==> config.mk <==
export PLATFORM = sky130hd
export DESIGN_NAME = dcn_cell
export DESIGN_NICKNAME = d
export VERILOG_FILES = /design/src/rtl/core/dcn_pkg.sv /design/src/rtl/core/dcn_cell.sv
export SDC_FILE = /design/constraint.sdc
export NUM_CORES = 1
export LEC_CHECK = 0
export ABC_AREA = 1
export BUFFER_PORTS_ARGS = -buffer_cell sky130_fd_sc_hd__buf_2
export CAP_MARGIN = 20
export CORE_AREA = 3 3 130 132
export CTS_CLUSTER_SIZE = 20
export DETAILED_ROUTE_END_ITERATION = 16
export DIE_AREA = 0 0 133 135
export PLACE_DENSITY = 0.65
export SETUP_SLACK_MARGIN = 0.02
export SYNTH_ARGS = -nofsm -noshare
export SYNTH_HDL_FRONTEND = slang
export SYNTH_SLANG_ARGS = --single-unit
==> constraint.sdc <==
create_clock -name clk -period 4.3 [get_ports clk]
set_clock_uncertainty 0.2 [all_clocks]
set_input_delay 0.43 -clock clk [delete_from_list [all_inputs] [get_ports clk]]
set_output_delay 0.43 -clock clk [all_outputs]
set_load 0.01 [all_outputs]
==> src/rtl/core/dcn_pkg.sv <==
`timescale 1ns / 1ps
package dcn_pkg;

  localparam int CLASS_COUNT = 5;

  // Configuration register indexes.
  localparam logic [3:0] REG_MIN_SCORE      = 4'd0;
  localparam logic [3:0] REG_OVERLAP_RATIO  = 4'd1;
  localparam logic [3:0] REG_INV_SCALE      = 4'd2;
  localparam logic [3:0] REG_PAD_HORIZ      = 4'd3;
  localparam logic [3:0] REG_PAD_TOP        = 4'd4;
  localparam logic [3:0] REG_IMAGE_WIDTH    = 4'd5;
  localparam logic [3:0] REG_IMAGE_HEIGHT   = 4'd6;
  localparam logic [3:0] REG_CLASSES_IN_USE = 4'd7;

  typedef struct packed {
    logic [15:0] center_x;
    logic [15:0] center_y;
    logic [15:0] box_width;
    logic [15:0] box_height;
    logic [15:0] score_0;
    logic [15:0] score_1;
    logic [15:0] score_2;
    logic [15:0] score_3;
    logic [15:0] score_4;
    logic        last_anchor;
  } item_t;

  typedef struct packed {
    logic [15:0] left;
    logic [15:0] top;
    logic [15:0] right;
    logic [15:0] bottom;
    logic [15:0] confidence;
    logic [2:0]  class_id;
    logic        last_result;
    logic        none_kept;
    logic        overflow;
  } result_t;

  // One stored candidate box.
  typedef struct packed {
    logic [15:0] left;
    logic [15:0] top;
    logic [15:0] right;
    logic [15:0] bottom;
    logic [15:0] score;
    logic [2:0]  class_id;
  } entry_t;

  // Per-cell control for the candidate chain.
  typedef struct packed {
    logic insert;
    logic shift;
    logic load;
    logic valid;
  } cell_ctl_t;

endpackage

==> src/rtl/core/dcn_cell.sv <==
`timescale 1ns / 1ps
module dcn_cell (
  input  logic               clk,
  input  dcn_pkg::cell_ctl_t ctl,
  input  dcn_pkg::entry_t    new_entry,
  input  dcn_pkg::entry_t    prev_entry,
  input  logic               prev_ge,
  input  dcn_pkg::entry_t    next_entry,
  output dcn_pkg::entry_t    entry,
  output logic               ge
);

  // This cell keeps its place when it already ranks at or above the new box.
  assign ge = ctl.valid && (entry.score >= new_entry.score);

  // Sorted insert moves lower entries one cell down; pop moves all up one.
  always_ff @(posedge clk) begin
    if (ctl.insert) begin
      if (!ge) begin
        entry <= prev_ge ? new_entry : prev_entry;
      end
    end else if (ctl.shift) begin
      entry <= next_entry;
    end else if (ctl.load) begin
      entry <= new_entry;
    end
  end

endmodule

==> metrics <==
outcome=completed; number of global-route vias before repair=5527; Syn. warnings=0; nets=1202; vias per cell=5.14; # Post-CTS Setup Buffers=0; Worst Path Buf+Inv=1; die width=133 um; Switching Share=28.1%; Distinct cells, synth=23; cell depth of the worst hold path=3; Die Ht=135 um; critical path required time=4.12 ns; Crit. End Element=flop; Top Ports=339; drt drc=0; first-pass GRT wire length=29.5 mm; syn avg cell area=8.47 um2; endpoints failing hold=0; Syn Nets=900; dpl hpwl=14.2 mm; initial antenna violation count=4; Fill cells=1561; final std cell area, no fill=7360 um2; drt pass-1 iters=7; Critical Path Fanout Max=43; routed vias=5927; Crit path top cell by count=nand2_1; total power=2460 uW; CP max stage delay=0.43 ns; Tmin final=2.68 ns; fraction of power consumed by combinational cells=24.6%; clk buf depth=2; dpl cell area=7050 um2; critical path, cell by cell=ha_1 -> nand2_1 -> nor2_1 -> nor2_1 -> nand2_1 -> nand2_1 -> nand2_1 -> nand2_1 -> nand2_1 -> nand2_1 -> nand2_1 -> nand2_4 -> buf_12; initial DRC count=475; Crit Reg-Reg Startpoint=entry[5]; Worst path depth=13; clk_lat worst skew=0.34 ns; Multi-input gate area=2430 um2; R2R Path End=entry[39]; TNS Setup=0 ns; Sw Pwr=690 uW; largest net degree at the start of global routing=84; fin crit share=62.4%; CTS tree=done; Global Route met2 Usage=34.3%; Core Footprint=15800 um2; Data arrival, critical path=2.50 ns; per-cell routed wire length=17.3 um; Setup CP Type=flop to flop; cts bufs inserted=9; Hold EP=entry[32]; worst reg-to-reg setup slack=1.62 ns; share of layout cells above drive strength 1=40.9%; delay-heaviest family, CP=simple AND/OR/NAND/NOR gates; most frequent cells in the layout=338 x buf_2, 160 x nor2_1, 140 x o21ai_0, 83 x edfxtp_1, 73 x o22ai_1; Worst Max-Slew Pin Slew=1.00 ns; Biggest register=entry; wirelength, routed=20.0 mm; Seq cells post-synth=83; synthesized area=5330 um2; Port Buffers=338; Max Freq=0.373 GHz; final setup fails=0; Hold Startpoint=next_entry[32]; number of flip-flops under the largest register name=83; Rows=46; worst min path class=primary input to flop; clock sinks=83; routability cong.=0.851; cells resized by post-CTS repair=0; met3 Use GR=4.47%; leading cell type in the layout, fill and taps excluded=buf_2; Initial Util=33.7%; clock share of power=32.8%; # Max-Cap Violations=0; Area Overhead vs Synth=38.2%; H-tree depth=3; Die Area=18000 um2; power per cell area=333 nW/um2; GRT overflow=0; VDD IR-drop max=236 uV; r2r worst-path depth=13; RSZ-0062 raised after global routing=false; routing usage on met1=25.8%; Slew HR=33.0%; Pint=1770 uW; CTS Root Cell=clkbuf_16; sequential cell area=2490 um2; Critical path origin=entry[5]; antenna-violating nets left=0; Reg clk slew, reported paths=0.07 ns; Slew Limit Fails=0; biggest regs=entry: 83 flops; hold buffers post-CTS=0; crit start category=flop; GRT Util Overall=20.9%; cell count after synthesis=629; leakage power=0.00332 uW; register area share after synthesis=46.8%; sequential share of power=42.5%; Slowest-stage cell, CP=nand2_4; gr busiest metal=met2
==> logic make-up (layout without fill, tap and decap cells) <==
logic type / after synthesis / in the layout / synth area share (%)
buffers and inverters: 78 / 384 / 7.82
AND/OR/NAND/NOR: 192 / 192 / 14.1
other: 0 / 2 / 0
AO/OA/AOI/OAI: 260 / 260 / 27.6
adder cells (fa/ha/maj): 16 / 16 / 3.76
flip-flops: 83 / 83 / 46.8
==> area by class of cell <==
| type | instances | share of cell area (%) |
|---|---|---|
| repair buffers | 345 | 24.0 |
| clock inverters | 6 | 1.10 |
| flip-flops and latches | 83 | 33.8 |
| multi-input cells | 468 | 33.0 |
| well taps | 216 | 3.67 |
| clock buffers | 9 | 3.06 |
| diodes | 2 | 0.0680 |
| inverters | 24 | 1.26 |
==> through the flow <==
step / hold slack [ns] / utilization [%] / std cells / worst slack [ns]
2_1_floorplan: 0.466 / - / 629 / 0.605
3_3_place_gp: 0.584 / 44.4 / 1135 / 1.44
3_5_place_dp: 0.586 / 44.6 / 1136 / 1.41
4_1_cts: 0.230 / 46.5 / 1151 / 1.58
5_1_grt: 0.253 / 46.5 / 1153 / 1.38
6_report: 0.245 / 46.5 / 1153 / 1.62
==> per-layer routing <==
layer  vias to the layer above  share of wire [%]
met5                         -               0.12
met4                         4                4.1
met3                        58                7.6
met2                       314                 48
met1                      2675                 40
li1                       2876                  -
==> cells in the mapped netlist <==
library cell  count  area share [%]
buf_1             1           0.070
nor2_1          160              11
o22ai_1          73             8.6
o21ai_0         140              13
inv_2             2            0.14
o21ai_1          29             2.7
edfxtp_1         83              47
clkbuf_1          8            0.56
nand4_1           1            0.12
buf_8             1            0.28
buf_4             2            0.28
clkbuf_2         10            0.94
o22ai_2          10             2.3
buf_2            24             2.3
nor2_2           10             1.2
inv_1            21             1.5
ha_1             16             3.8
inv_4             1            0.12
a21oi_1           7            0.66
nor3_1            1           0.094
o21a_1            1            0.14
nand2_1          20             1.4
buf_6             8             1.7
==> power groups by stage <==
stage	registers, uW	logic, uW	clock network (uW)
2_1_floorplan	1120	261	0
3_3_place_gp	1060	600	0
3_5_place_dp	1060	608	0
4_1_cts	1050	610	831
5_1_grt	1050	668	852
6_report	1040	605	806
==> worst max path at each step <==
stage                      to
floorplan            entry[0]
global placement    entry[43]
detailed placement  entry[22]
CTS                 entry[39]
global route        entry[39]
finish              entry[39]
==> tightest hold or removal path: stages <==
cell and delay [ns]:
buf_2 0.07, o21ai_1 0.07, o22ai_2 0.08
Power figures use the tool's default switching activity.
