[src/rtl/core/dcn_pkg.sv]
`timescale 1ns / 1ps
package dcn_pkg;

  localparam int CLASS_COUNT = 5;

  // Configuration register indexes.
  localparam logic [3:0] REG_MIN_SCORE      = 4'd0;
  localparam logic [3:0] REG_OVERLAP_RATIO  = 4'd1;
  localparam logic [3:0] REG_INV_SCALE      = 4'd2;
  localparam logic [3:0] REG_PAD_HORIZ      = 4'd3;
  localparam logic [3:0] REG_PAD_TOP        = 4'd4;
  localparam logic [3:0] REG_IMAGE_WIDTH    = 4'd5;
  localparam logic [3:0] REG_IMAGE_HEIGHT   = 4'd6;
  localparam logic [3:0] REG_CLASSES_IN_USE = 4'd7;

  typedef struct packed {
    logic [15:0] center_x;
    logic [15:0] center_y;
    logic [15:0] box_width;
    logic [15:0] box_height;
    logic [15:0] score_0;
    logic [15:0] score_1;
    logic [15:0] score_2;
    logic [15:0] score_3;
    logic [15:0] score_4;
    logic        last_anchor;
  } item_t;

  typedef struct packed {
    logic [15:0] left;
    logic [15:0] top;
    logic [15:0] right;
    logic [15:0] bottom;
    logic [15:0] confidence;
    logic [2:0]  class_id;
    logic        last_result;
    logic        none_kept;
    logic        overflow;
  } result_t;

  // One stored candidate box.
  typedef struct packed {
    logic [15:0] left;
    logic [15:0] top;
    logic [15:0] right;
    logic [15:0] bottom;
    logic [15:0] score;
    logic [2:0]  class_id;
  } entry_t;

  // Per-cell control for the candidate chain.
  typedef struct packed {
    logic insert;
    logic shift;
    logic load;
    logic valid;
  } cell_ctl_t;

endpackage

[src/rtl/core/dcn_iou.sv]
`timescale 1ns / 1ps
module dcn_iou (
  input  logic            clk,
  input  logic            rst,
  input  logic            start,
  input  dcn_pkg::entry_t a,
  input  dcn_pkg::entry_t b,
  input  logic [15:0]     overlap_ratio,
  output logic            done,
  output logic            over
);

  logic [3:0]  vld;
  logic [15:0] iw, ih, wa, ha, wb, hb;
  logic [31:0] inter2, area_a, area_b;
  logic [31:0] inter3;
  logic [32:0] uni3;
  logic [47:0] lhs4;
  logic [48:0] rhs4;

  // Intersection extents, combinational from the operands.
  logic [15:0] ix1, iy1, ix2, iy2;
  always_comb begin
    ix1 = (a.left > b.left) ? a.left : b.left;
    iy1 = (a.top > b.top) ? a.top : b.top;
    ix2 = (a.right < b.right) ? a.right : b.right;
    iy2 = (a.bottom < b.bottom) ? a.bottom : b.bottom;
  end

  // Four stages: extents, areas, union, threshold product.
  always_ff @(posedge clk) begin
    if (rst) begin
      vld <= '0;
    end else begin
      vld <= {vld[2:0], start};
    end
    iw     <= (ix2 > ix1) ? ix2 - ix1 : '0;
    ih     <= (iy2 > iy1) ? iy2 - iy1 : '0;
    wa     <= a.right - a.left;
    ha     <= a.bottom - a.top;
    wb     <= b.right - b.left;
    hb     <= b.bottom - b.top;
    inter2 <= iw * ih;
    area_a <= wa * ha;
    area_b <= wb * hb;
    inter3 <= inter2;
    uni3   <= {1'b0, area_a} + {1'b0, area_b} - {1'b0, inter2};
    lhs4   <= {inter3, 16'b0};
    rhs4   <= overlap_ratio * uni3;
  end

  assign done = vld[3];
  assign over = {1'b0, lhs4} > rhs4;

endmodule

[config.mk]
export PLATFORM = sky130hd
export DESIGN_NAME = dcn_iou
export DESIGN_NICKNAME = d
export VERILOG_FILES = /design/src/rtl/core/dcn_pkg.sv /design/src/rtl/core/dcn_iou.sv
export SDC_FILE = /design/constraint.sdc
export NUM_CORES = 2
export LEC_CHECK = 0
export BUFFER_PORTS_ARGS = -buffer_cell sky130_fd_sc_hd__buf_2
export CORE_MARGIN = 2
export CORE_UTILIZATION = 66
export DETAILED_ROUTE_END_ITERATION = 8
export GPL_TIMING_DRIVEN = 1
export PLACE_DENSITY = 0.84
export SETUP_SLACK_MARGIN = 0.2
export SLEW_MARGIN = 30
export SYNTH_ARGS = -nofsm -noshare
export SYNTH_HDL_FRONTEND = slang
export SYNTH_SLANG_ARGS = --single-unit
[constraint.sdc]
create_clock -name clk -period 9 [get_ports clk]
set_input_delay 1.8 -clock clk [delete_from_list [all_inputs] [get_ports clk]]
set_output_delay 1.8 -clock clk [all_outputs]
set_load 0.01 [all_outputs]
==> results.tsv <==
stage	metric	value	unit
global_route	antenna_found_initial	0	
critical_path	critPathRequiredTime	9.48	ns
synth	synth_top_flop_cell	dfxtp_1	
clocking	cts_resized	0	
clocking	cts_root_buf	clkbuf_16	
synth	syn-cell-area	58870	sq um
global_route	first_global_vias	48920	
critical_path	slowest_stage	buf_2	
finish	fin_area	61680	sq um
clocking	cts_tree	built	
floorplanning	core	88370	sq um
finish	mostFrequentLayoutCells	inv_1, fa_1, nand2_1, ha_1, and2_1	
clocking	post-cts-setup-buffers	0	
sta	tightest_slew	1.026	ns
clocking	clock_latency	0.57	ns
sta	slew_violations	0	
hold_path	hp-class	register to register	
clocking	clock_path_buffers	3	
critical_path	cp_common_cell	fa_1	
detailed_routing	drc	0	
detailed_routing	drtAntennaViolNets	0	
clocking	cts.sinks	342	
floorplanning	die_w	302.7	um
clocking	h-tree-depth	2	
status	status	finished clean	
clocking	holdBufCountCts	0	
synth	ys_async_sr_fraction	0	
global_route	globalRoute.totalOverflow	0	
synth	avgSynthCellArea	8.856	sq um
floorplanning	die_h	302.7	um
detailed_routing	firstDrtPassIters	6	
critical_path	start_kind	input port	
synth	ys_seq_area_frac	0.1163	
floorplanning	rows	109	
finish	syn2layout_area_growth	4.761	%
placement	port_buffers	148	
sta	min_period	8.083	ns
critical_path	slowest_delay	0.60	ns
floorplanning	initial_utilization	0.6662	
synth	syn-num-nets	8537	
detailed_routing	finalWirelength	149.3	mm
global_route	grt_pass1_wl	246.0	mm
placement	hpwl	119.6	mm
global_route	grt_max_degree	34	
global_route	grtUsageTotal	0.3389	
sta	period_share	0.8981	
finish	fin_nets	8530	
sta	whs	0.3173	ns
sta	setup-tns-final	0	ns
placement	dpl-instance-area	60410	sq um
finish	drive_gt1_frac	0.04229	
sta	skew	0.01456	ns
detailed_routing	wl_per_cell	19.06	um
critical_path	crit_fanout	33	
detailed_routing	drt-initial-drc-count	2986	
run	drv_cap	0	
floorplanning	die_area	91610	sq um
clocking	numCtsBuffers	36	
detailed_routing	viasPerCell	5.767	
sta	rsz0062_at_grt	no	
critical_path	critPathKind	input port to register	
placement	place.gp.congestion	1.024	
sta	hold_viol_final	0	
critical_path	end_kind	register	
synth	synth_edf_count	0	
sta	slew_headroom	0.3153	
floorplanning	pin_count	187	
critical_path	path_cells	buf_2, nand2_1, fa_1, fa_1, fa_1, inv_1, fa_1, fa_1, inv_1, fa_1, inv_1, ha_1, a21o_1, a21o_1, a211o_1, a2111oi_2, o21ai_1, nor3_2, o31ai_1, a221oi_2, xnor2_1	
synth	synthCells	6648	
finish	nFillCells	6564	
clocking	clk_pin_slew	0.07	ns
detailed_routing	vias	45180	
synth	synth_warnings	0	
sta	setup_violations	0	
sta	fmax	0.1237	GHz
finish	diodes	0	
synth	ys_ff_latch	342	
synth	synth_cell_type_count	77	
critical_path	cp.arrival	8.57	ns
finish	layout_commonest_cell	inv_1	
[Yosys cell counts, drive strengths merged, types with 131 or more instances]
master	count	area, sq um
inv	1494	5608
nand2	929	3487
o21ai	131	655.6
clkbuf	196	737.0
fa	1052	21060
dfxtp	342	6847
a21oi	188	952.2
ha	652	8158
nor2	166	623.1
a21o	136	1021
and2	492	3078
xnor2	136	1191
[layer usage]
| layer | vias up | part of all wire | GRT usage |
|---|---|---|---|
| met4 | 0 | 0.065 | 0.1860 |
| met5 | - | 0 | 0 |
| met3 | 556 | 0.086 | 0.05714 |
| met2 | 2222 | 0.47 | 0.5733 |
| li1 | 20340 | - | - |
| met1 | 22060 | 0.38 | 0.4148 |
[worst paths after layout]
| path | from | endpoint | slack (ns) | cells past startpoint |
|---|---|---|---|---|
| min reg2reg | inter3[13] | lhs4[29] | 0.32 | 0 |
| min | inter3[13] | lhs4[29] | 0.32 | 0 |
| max | overlap_ratio[3] | rhs4[45] | 0.92 | 21 |
| max reg2reg | uni3[7] | rhs4[45] | 1.74 | 22 |
[state kept, by name (all words and copies together), names as in the netlist, 16 cells and up]
signal and flops:
area_a 32, area_b 32, ha 16, hb 16, ih 16, inter2 32, inter3 32, iw 16
lhs4 32, rhs4 49, uni3 33, wa 16, wb 16
[layout make-up]
type                    count  area (sq um)  share of cell area
flip-flops and latches    342          6847              0.1110
multi-input cells        4602         45630              0.7399
repair buffers            165         868.3             0.01408
well taps                1165          1458             0.02363
clock inverters            22         301.5            0.004889
clock buffers              44         960.9             0.01558
inverters                1494          5608             0.09093
[through the flow]
step	cells	util	setup WS (ns)
5_1_grt	7834	0.6979	0.7409
4_1_cts	7834	0.6979	1.049
2_1_floorplan	6648	-	1.498
6_report	7834	0.6979	0.9171
3_3_place_gp	7768	0.6836	0.5329
3_5_place_dp	7768	0.6836	0.5119
[critical path: cells and delay by family]
| family | cells | cell delay [ns] |
|---|---|---|
| buf+inv | 4 | 0.78 |
| simple gates | 2 | 0.45 |
| compound gates | 7 | 1.91 |
| xor+xnor | 1 | 0.15 |
| fa+ha+maj | 7 | 3.41 |
[cells by family after synthesis]
family,synth area share
simple gates,0.1560
buf+inv,0.1091
fa+ha+maj,0.4963
compound gates,0.07891
flops,0.1163
xor+xnor,0.02990
mux,0.01352
Power is not shown: default switching activity piles up to over one toggle a cycle in this logic, so the estimate is an artifact.
