### src/rtl/core/dcn_pkg.sv
`timescale 1ns / 1ps
package dcn_pkg;

  localparam int CLASS_COUNT = 5;

  // Configuration register indexes.
  localparam logic [3:0] REG_MIN_SCORE      = 4'd0;
  localparam logic [3:0] REG_OVERLAP_RATIO  = 4'd1;
  localparam logic [3:0] REG_INV_SCALE      = 4'd2;
  localparam logic [3:0] REG_PAD_HORIZ      = 4'd3;
  localparam logic [3:0] REG_PAD_TOP        = 4'd4;
  localparam logic [3:0] REG_IMAGE_WIDTH    = 4'd5;
  localparam logic [3:0] REG_IMAGE_HEIGHT   = 4'd6;
  localparam logic [3:0] REG_CLASSES_IN_USE = 4'd7;

  typedef struct packed {
    logic [15:0] center_x;
    logic [15:0] center_y;
    logic [15:0] box_width;
    logic [15:0] box_height;
    logic [15:0] score_0;
    logic [15:0] score_1;
    logic [15:0] score_2;
    logic [15:0] score_3;
    logic [15:0] score_4;
    logic        last_anchor;
  } item_t;

  typedef struct packed {
    logic [15:0] left;
    logic [15:0] top;
    logic [15:0] right;
    logic [15:0] bottom;
    logic [15:0] confidence;
    logic [2:0]  class_id;
    logic        last_result;
    logic        none_kept;
    logic        overflow;
  } result_t;

  // One stored candidate box.
  typedef struct packed {
    logic [15:0] left;
    logic [15:0] top;
    logic [15:0] right;
    logic [15:0] bottom;
    logic [15:0] score;
    logic [2:0]  class_id;
  } entry_t;

  // Per-cell control for the candidate chain.
  typedef struct packed {
    logic insert;
    logic shift;
    logic load;
    logic valid;
  } cell_ctl_t;

endpackage

### src/rtl/core/dcn_intake.sv
`timescale 1ns / 1ps
module dcn_intake (
  input  logic                clk,
  input  logic                rst,
  input  logic                in_valid,
  input  dcn_pkg::item_t      item,
  input  logic [15:0]         min_score,
  input  logic [15:0]         inv_scale,
  input  logic [8:0]          pad_horiz,
  input  logic [8:0]          pad_top,
  input  logic [11:0]         image_width,
  input  logic [11:0]         image_height,
  input  logic [2:0]          classes_in_use,
  output logic                out_valid,
  output dcn_pkg::entry_t     out_entry,
  output logic                in_flight
);

  logic [15:0] scores [dcn_pkg::CLASS_COUNT];
  logic [2:0]  ncls;
  logic [15:0] best;
  logic [2:0]  best_c;
  logic signed [19:0] e_x1, e_y1, e_x2, e_y2;

  logic               s1_valid;
  logic signed [19:0] s1_edge [4];
  logic [15:0]        s1_score;
  logic [2:0]         s1_class;

  logic               s2_valid;
  logic signed [36:0] s2_prod [4];
  logic [15:0]        s2_score;
  logic [2:0]         s2_class;

  logic [15:0] mapped [4];

  assign scores[0] = item.score_0;
  assign scores[1] = item.score_1;
  assign scores[2] = item.score_2;
  assign scores[3] = item.score_3;
  assign scores[4] = item.score_4;

  // Best class among the scores in use; the lowest index wins a tie.
  always_comb begin
    ncls = (classes_in_use > 3'(dcn_pkg::CLASS_COUNT)) ? 3'(dcn_pkg::CLASS_COUNT)
                                                        : classes_in_use;
    best   = '0;
    best_c = '0;
    for (int c = 0; c < dcn_pkg::CLASS_COUNT; c++) begin
      if ((3'(c) < ncls) && (scores[c] > best)) begin
        best   = scores[c];
        best_c = 3'(c);
      end
    end
  end

  // Edges in 1/128 model pixels with the padding removed.
  always_comb begin
    e_x1 = $signed({3'b0, item.center_x, 1'b0}) - $signed({4'b0, item.box_width})
         - $signed({4'b0, pad_horiz, 7'b0});
    e_x2 = $signed({3'b0, item.center_x, 1'b0}) + $signed({4'b0, item.box_width})
         - $signed({4'b0, pad_horiz, 7'b0});
    e_y1 = $signed({3'b0, item.center_y, 1'b0}) - $signed({4'b0, item.box_height})
         - $signed({4'b0, pad_top, 7'b0});
    e_y2 = $signed({3'b0, item.center_y, 1'b0}) + $signed({4'b0, item.box_height})
         - $signed({4'b0, pad_top, 7'b0});
  end

  // Stage one: class pick and edges; stage two: scale products.
  always_ff @(posedge clk) begin
    if (rst) begin
      s1_valid <= 1'b0;
      s2_valid <= 1'b0;
    end else begin
      s1_valid <= in_valid && (best != 16'd0) && (best >= min_score);
      s2_valid <= s1_valid;
    end
    s1_edge[0] <= e_x1;
    s1_edge[1] <= e_y1;
    s1_edge[2] <= e_x2;
    s1_edge[3] <= e_y2;
    s1_score   <= best;
    s1_class   <= best_c;
    for (int k = 0; k < 4; k++) begin
      s2_prod[k] <= 37'(s1_edge[k]) * 37'($signed({1'b0, inv_scale}));
    end
    s2_score <= s1_score;
    s2_class <= s1_class;
  end

  // Negative products go to zero, then truncate to Q12.4 and clamp.
  always_comb begin
    for (int k = 0; k < 4; k++) begin
      logic [21:0] v;
      logic [15:0] lim;
      v   = s2_prod[k][36:15];
      lim = (k % 2 == 0) ? {image_width, 4'b0} : {image_height, 4'b0};
      if (s2_prod[k] <= 0) begin
        mapped[k] = '0;
      end else if (v > {6'b0, lim}) begin
        mapped[k] = lim;
      end else begin
        mapped[k] = v[15:0];
      end
    end
  end

  assign out_valid            = s2_valid;
  assign out_entry.left       = mapped[0];
  assign out_entry.top        = mapped[1];
  assign out_entry.right      = mapped[2];
  assign out_entry.bottom     = mapped[3];
  assign out_entry.score      = s2_score;
  assign out_entry.class_id   = s2_class;
  assign in_flight            = s1_valid || s2_valid;

endmodule

### config.mk
export PLATFORM = sky130hd
export DESIGN_NAME = dcn_intake
export DESIGN_NICKNAME = d
export VERILOG_FILES = /design/src/rtl/core/dcn_pkg.sv /design/src/rtl/core/dcn_intake.sv
export SDC_FILE = /design/constraint.sdc
export NUM_CORES = 2
export LEC_CHECK = 0
export CAP_MARGIN = 0
export CORE_MARGIN = 2
export CORE_UTILIZATION = 59
export CTS_BUF_LIST = sky130_fd_sc_hd__clkbuf_4 sky130_fd_sc_hd__clkbuf_8
export DETAILED_ROUTE_END_ITERATION = 8
export DONT_BUFFER_PORTS = 1
export PLACE_DENSITY_LB_ADDON = 0.12
export SLEW_MARGIN = 20
export SYNTH_ARGS = -nofsm -noshare
export SYNTH_HDL_FRONTEND = slang
export SYNTH_SLANG_ARGS = --single-unit
### constraint.sdc
create_clock -name clk -period 20.5 [get_ports clk]
set_input_delay 4.1 -clock clk [delete_from_list [all_inputs] [get_ports clk]]
set_output_delay 4.1 -clock clk [all_outputs]
set_load 0.01 [all_outputs]
==> results.json <==
{
  "outcome": "complete, no violations",
  "crit_buf_inv": 4,
  "drt_iter0_markers": 2368,
  "end_kind": "register",
  "core-area_um2": 100000,
  "cts.sinks": 260,
  "place_congestion": 0.901,
  "criticalPathCategory": "in2reg",
  "final_util_pct": 62.1,
  "start_util_pct": 59.6,
  "crit_path_frequent_cell": "a21o_1",
  "ys_warn_count": 0,
  "synthesis.area_um2": 59800,
  "setup.worst_path.start_class": "primary input",
  "syn_nets": 8759,
  "rrSetupSlack_ns": 12.65,
  "cts_resized": 0,
  "dr_total_vias": 42500,
  "die_area_um2": 104000,
  "wl_mm": 143,
  "crit_slowest_cell": "a221o_1",
  "cts.clk_slew.worst_paths_ns": 0.06,
  "postSynthCellCount": 6682,
  "route.antenna.remaining_nets": 0,
  "cp_data_arrival_time_ns": 17.65,
  "drtPass1Iterations": 5,
  "endpoint": "s1_valid",
  "drv_slew": 0,
  "grt_pass1_vias": 45300,
  "drc": 0,
  "crit_cells": 62,
  "async_flop_share_pct": 0,
  "hpwl_mm": 113,
  "track_usage_pct": 29.1,
  "maxCapViolations": 0,
  "clk_latency_ns": 0.74,
  "setup_tns_ns": 0,
  "clockBufferDepth": 3,
  "syn2layout_area_growth_pct": 4.12,
  "r2r.worst_path.cells": 27,
  "max_slew.worst_pin.slew_ns": 1.08,
  "via_per_inst": 5.34,
  "crit_start": "item[73]",
  "synth_edf_count": 0,
  "min_period_over_period_pct": 83.3,
  "numPortBuffers": 0,
  "ys_seq_area_share_pct": 8.70,
  "max_freq_ghz": 0.0585,
  "rsz0062_at_grt": "no",
  "cp_top_family": "compound AO/OA/AOI/OAI gates",
  "synth_cell_types": 73,
  "syn_area_per_cell_um2": 8.95,
  "grt_max_degree": 75,
  "hold_violations": 0,
  "wl_per_cell_um": 18.0,
  "grt_pass1_wl_mm": 237,
  "overflow": 0,
  "n_fill_cell": 8911,
  "fin_worst_hold_slack_ns": 0.324,
  "maxSlewHeadroom_pct": 26.3,
  "critPathMaxStageDelay_ns": 0.80,
  "cts.htree.levels": 2,
  "rows": 116,
  "cp_max_fo": 31,
  "hold_buffers": 0,
  "r2r_start": "s1_edge[2][5]",
  "worstReg2RegEnd": "s2_prod[2][36]",
  "finalClockSkew_ns": 0.0714,
  "fin_crit_ns": 17.08,
  "ys.flop_type": "dfxtp_1",
  "setup-violations-final": 0,
  "cts_setup_buffers": 0,
  "hold_path.class": "reg2reg",
  "final_nets": 8631,
  "die_y_um": 322,
  "cts_made_buffers": 53,
  "drive_above_1_share_pct": 2.88,
  "required_ns": 21.07,
  "boundaryPins": 310,
  "cts-root-buf": "clkbuf_8",
  "yosys_register_bits": 260,
  "antenna_found_initial": 3,
  "cts_tree": "yes",
  "dieWidth_um": 322
}
[per-stage QoR]
stage	instance area, um^2	setup WS, ns	std cells
6_report	62300	3.42	7955
4_1_cts	62300	3.39	7954
3_5_place_dp	61000	2.64	7856
5_1_grt	62300	2.32	7955
2_1_floorplan	59800	4.57	6682
3_3_place_gp	61000	2.66	7856
[cells in the final DEF (no fill, tap or decap), types with 5 or more instances in the layout]
cell type and n:
inv_1 1689, fa_1 1268, nand2_1 817, ha_1 584
and2_1 522, dfxtp_1 260, a21oi_1 223, nor2_1 199
xnor2_1 158, o21ai_0 116, a21o_1 63, clkbuf_8 63
nor3_1 54, xor2_1 45, nor2b_1 42, buf_4 42
nor4_1 36, o21a_1 35, mux2i_1 33, o21bai_1 32
nand4_1 29, nand2b_1 28, nand3_1 26, a21boi_0 17
or2_2 17, or3_1 16, mux2_2 16, a211oi_1 15
and3_1 13, clkinv_2 11, o31ai_1 9, clkbuf_4 9
a41oi_1 8, o22ai_1 8, bufinv_16 8, a31oi_1 7
o211a_1 5, clkinvlp_4 5
[routing by layer]
metal | vias up | track usage, % | routed length, um
met5 | - | 0 | 13
met4 | 2 | 8.31 | 4170
met3 | 208 | 5.24 | 10300
met2 | 1154 | 48.8 | 69300
met1 | 21500 | 38.7 | 59100
li1 | 19600 | - | -
[final cells by class]
type	count	area, um^2	share of cell area, %
sequential	260	5200	8.36
timing repair buffer	42	315	0.506
inverter	1689	6340	10.2
antenna	1	2.50	0.00402
clock inverter	26	350	0.563
tap	1357	1700	2.73
clock buffer	72	935	1.50
multi-input combinational	4508	47400	76.2
[logic make-up (layout without fill, tap and decap cells)]
| kind of cell | Yosys count | after routing | share of synthesized area [%] |
|---|---|---|---|
| buffers and inverters | 1914 | 1829 | 12.0 |
| adders and majority gates | 1853 | 1853 | 54.7 |
| and+or+nand+nor | 1819 | 1819 | 14.7 |
| AOI/OAI and AO/OA | 583 | 583 | 6.08 |
| DFF | 260 | 260 | 8.70 |
| xor gates and xnor gates | 203 | 203 | 2.97 |
| muxes | 50 | 50 | 0.879 |
| other | 0 | 1 | 0 |
[worst min-delay path by stage]
stage | from | end | slack [ns] | depth (start not counted)
CTS | s1_score[10] | s2_score[10] | 0.32 | 0
global route | s1_score[10] | s2_score[10] | 0.32 | 0
floorplan | s1_class[0] | s2_class[0] | 0.31 | 0
global placement | s1_score[13] | s2_score[13] | 0.31 | 0
detailed placement | s1_score[8] | s2_score[8] | 0.31 | 0
finish | s1_score[10] | s2_score[10] | 0.32 | 0
[registers in the layout, indices dropped and copies added, names as in the netlist]
name and flops:
s1_valid 1, s2_score 16, s2_class 3, s2_prod 146
s1_edge 74, out_valid 1, s1_class 3, s1_score 16
[Yosys cell counts (all sizes together), types with 13 or more instances]
cell    instances  area (um^2)
and2          523         3270
or2            18          113
xnor2         158         1380
xor2           45          394
nor4           38          250
a21o           63          473
nand4          30          194
dfxtp         260         5200
nor2b          42          263
o21ai         119          599
o21bai         32          240
a21oi         223         1120
a21boi         18          139
mux2           17          195
mux2i          33          330
or3            16          100
nor2          201          757
nand2         817         3070
a211oi         15          113
nand2b         28          175
and3           13         81.3
ha            584         7310
o21a           35          263
nand3          26          130
inv          1689         6340
fa           1268        25400
clkbuf        221          830
nor3           54          270
Power is not shown: default switching activity piles up to over one toggle a cycle in this logic, so the estimate is an artifact.
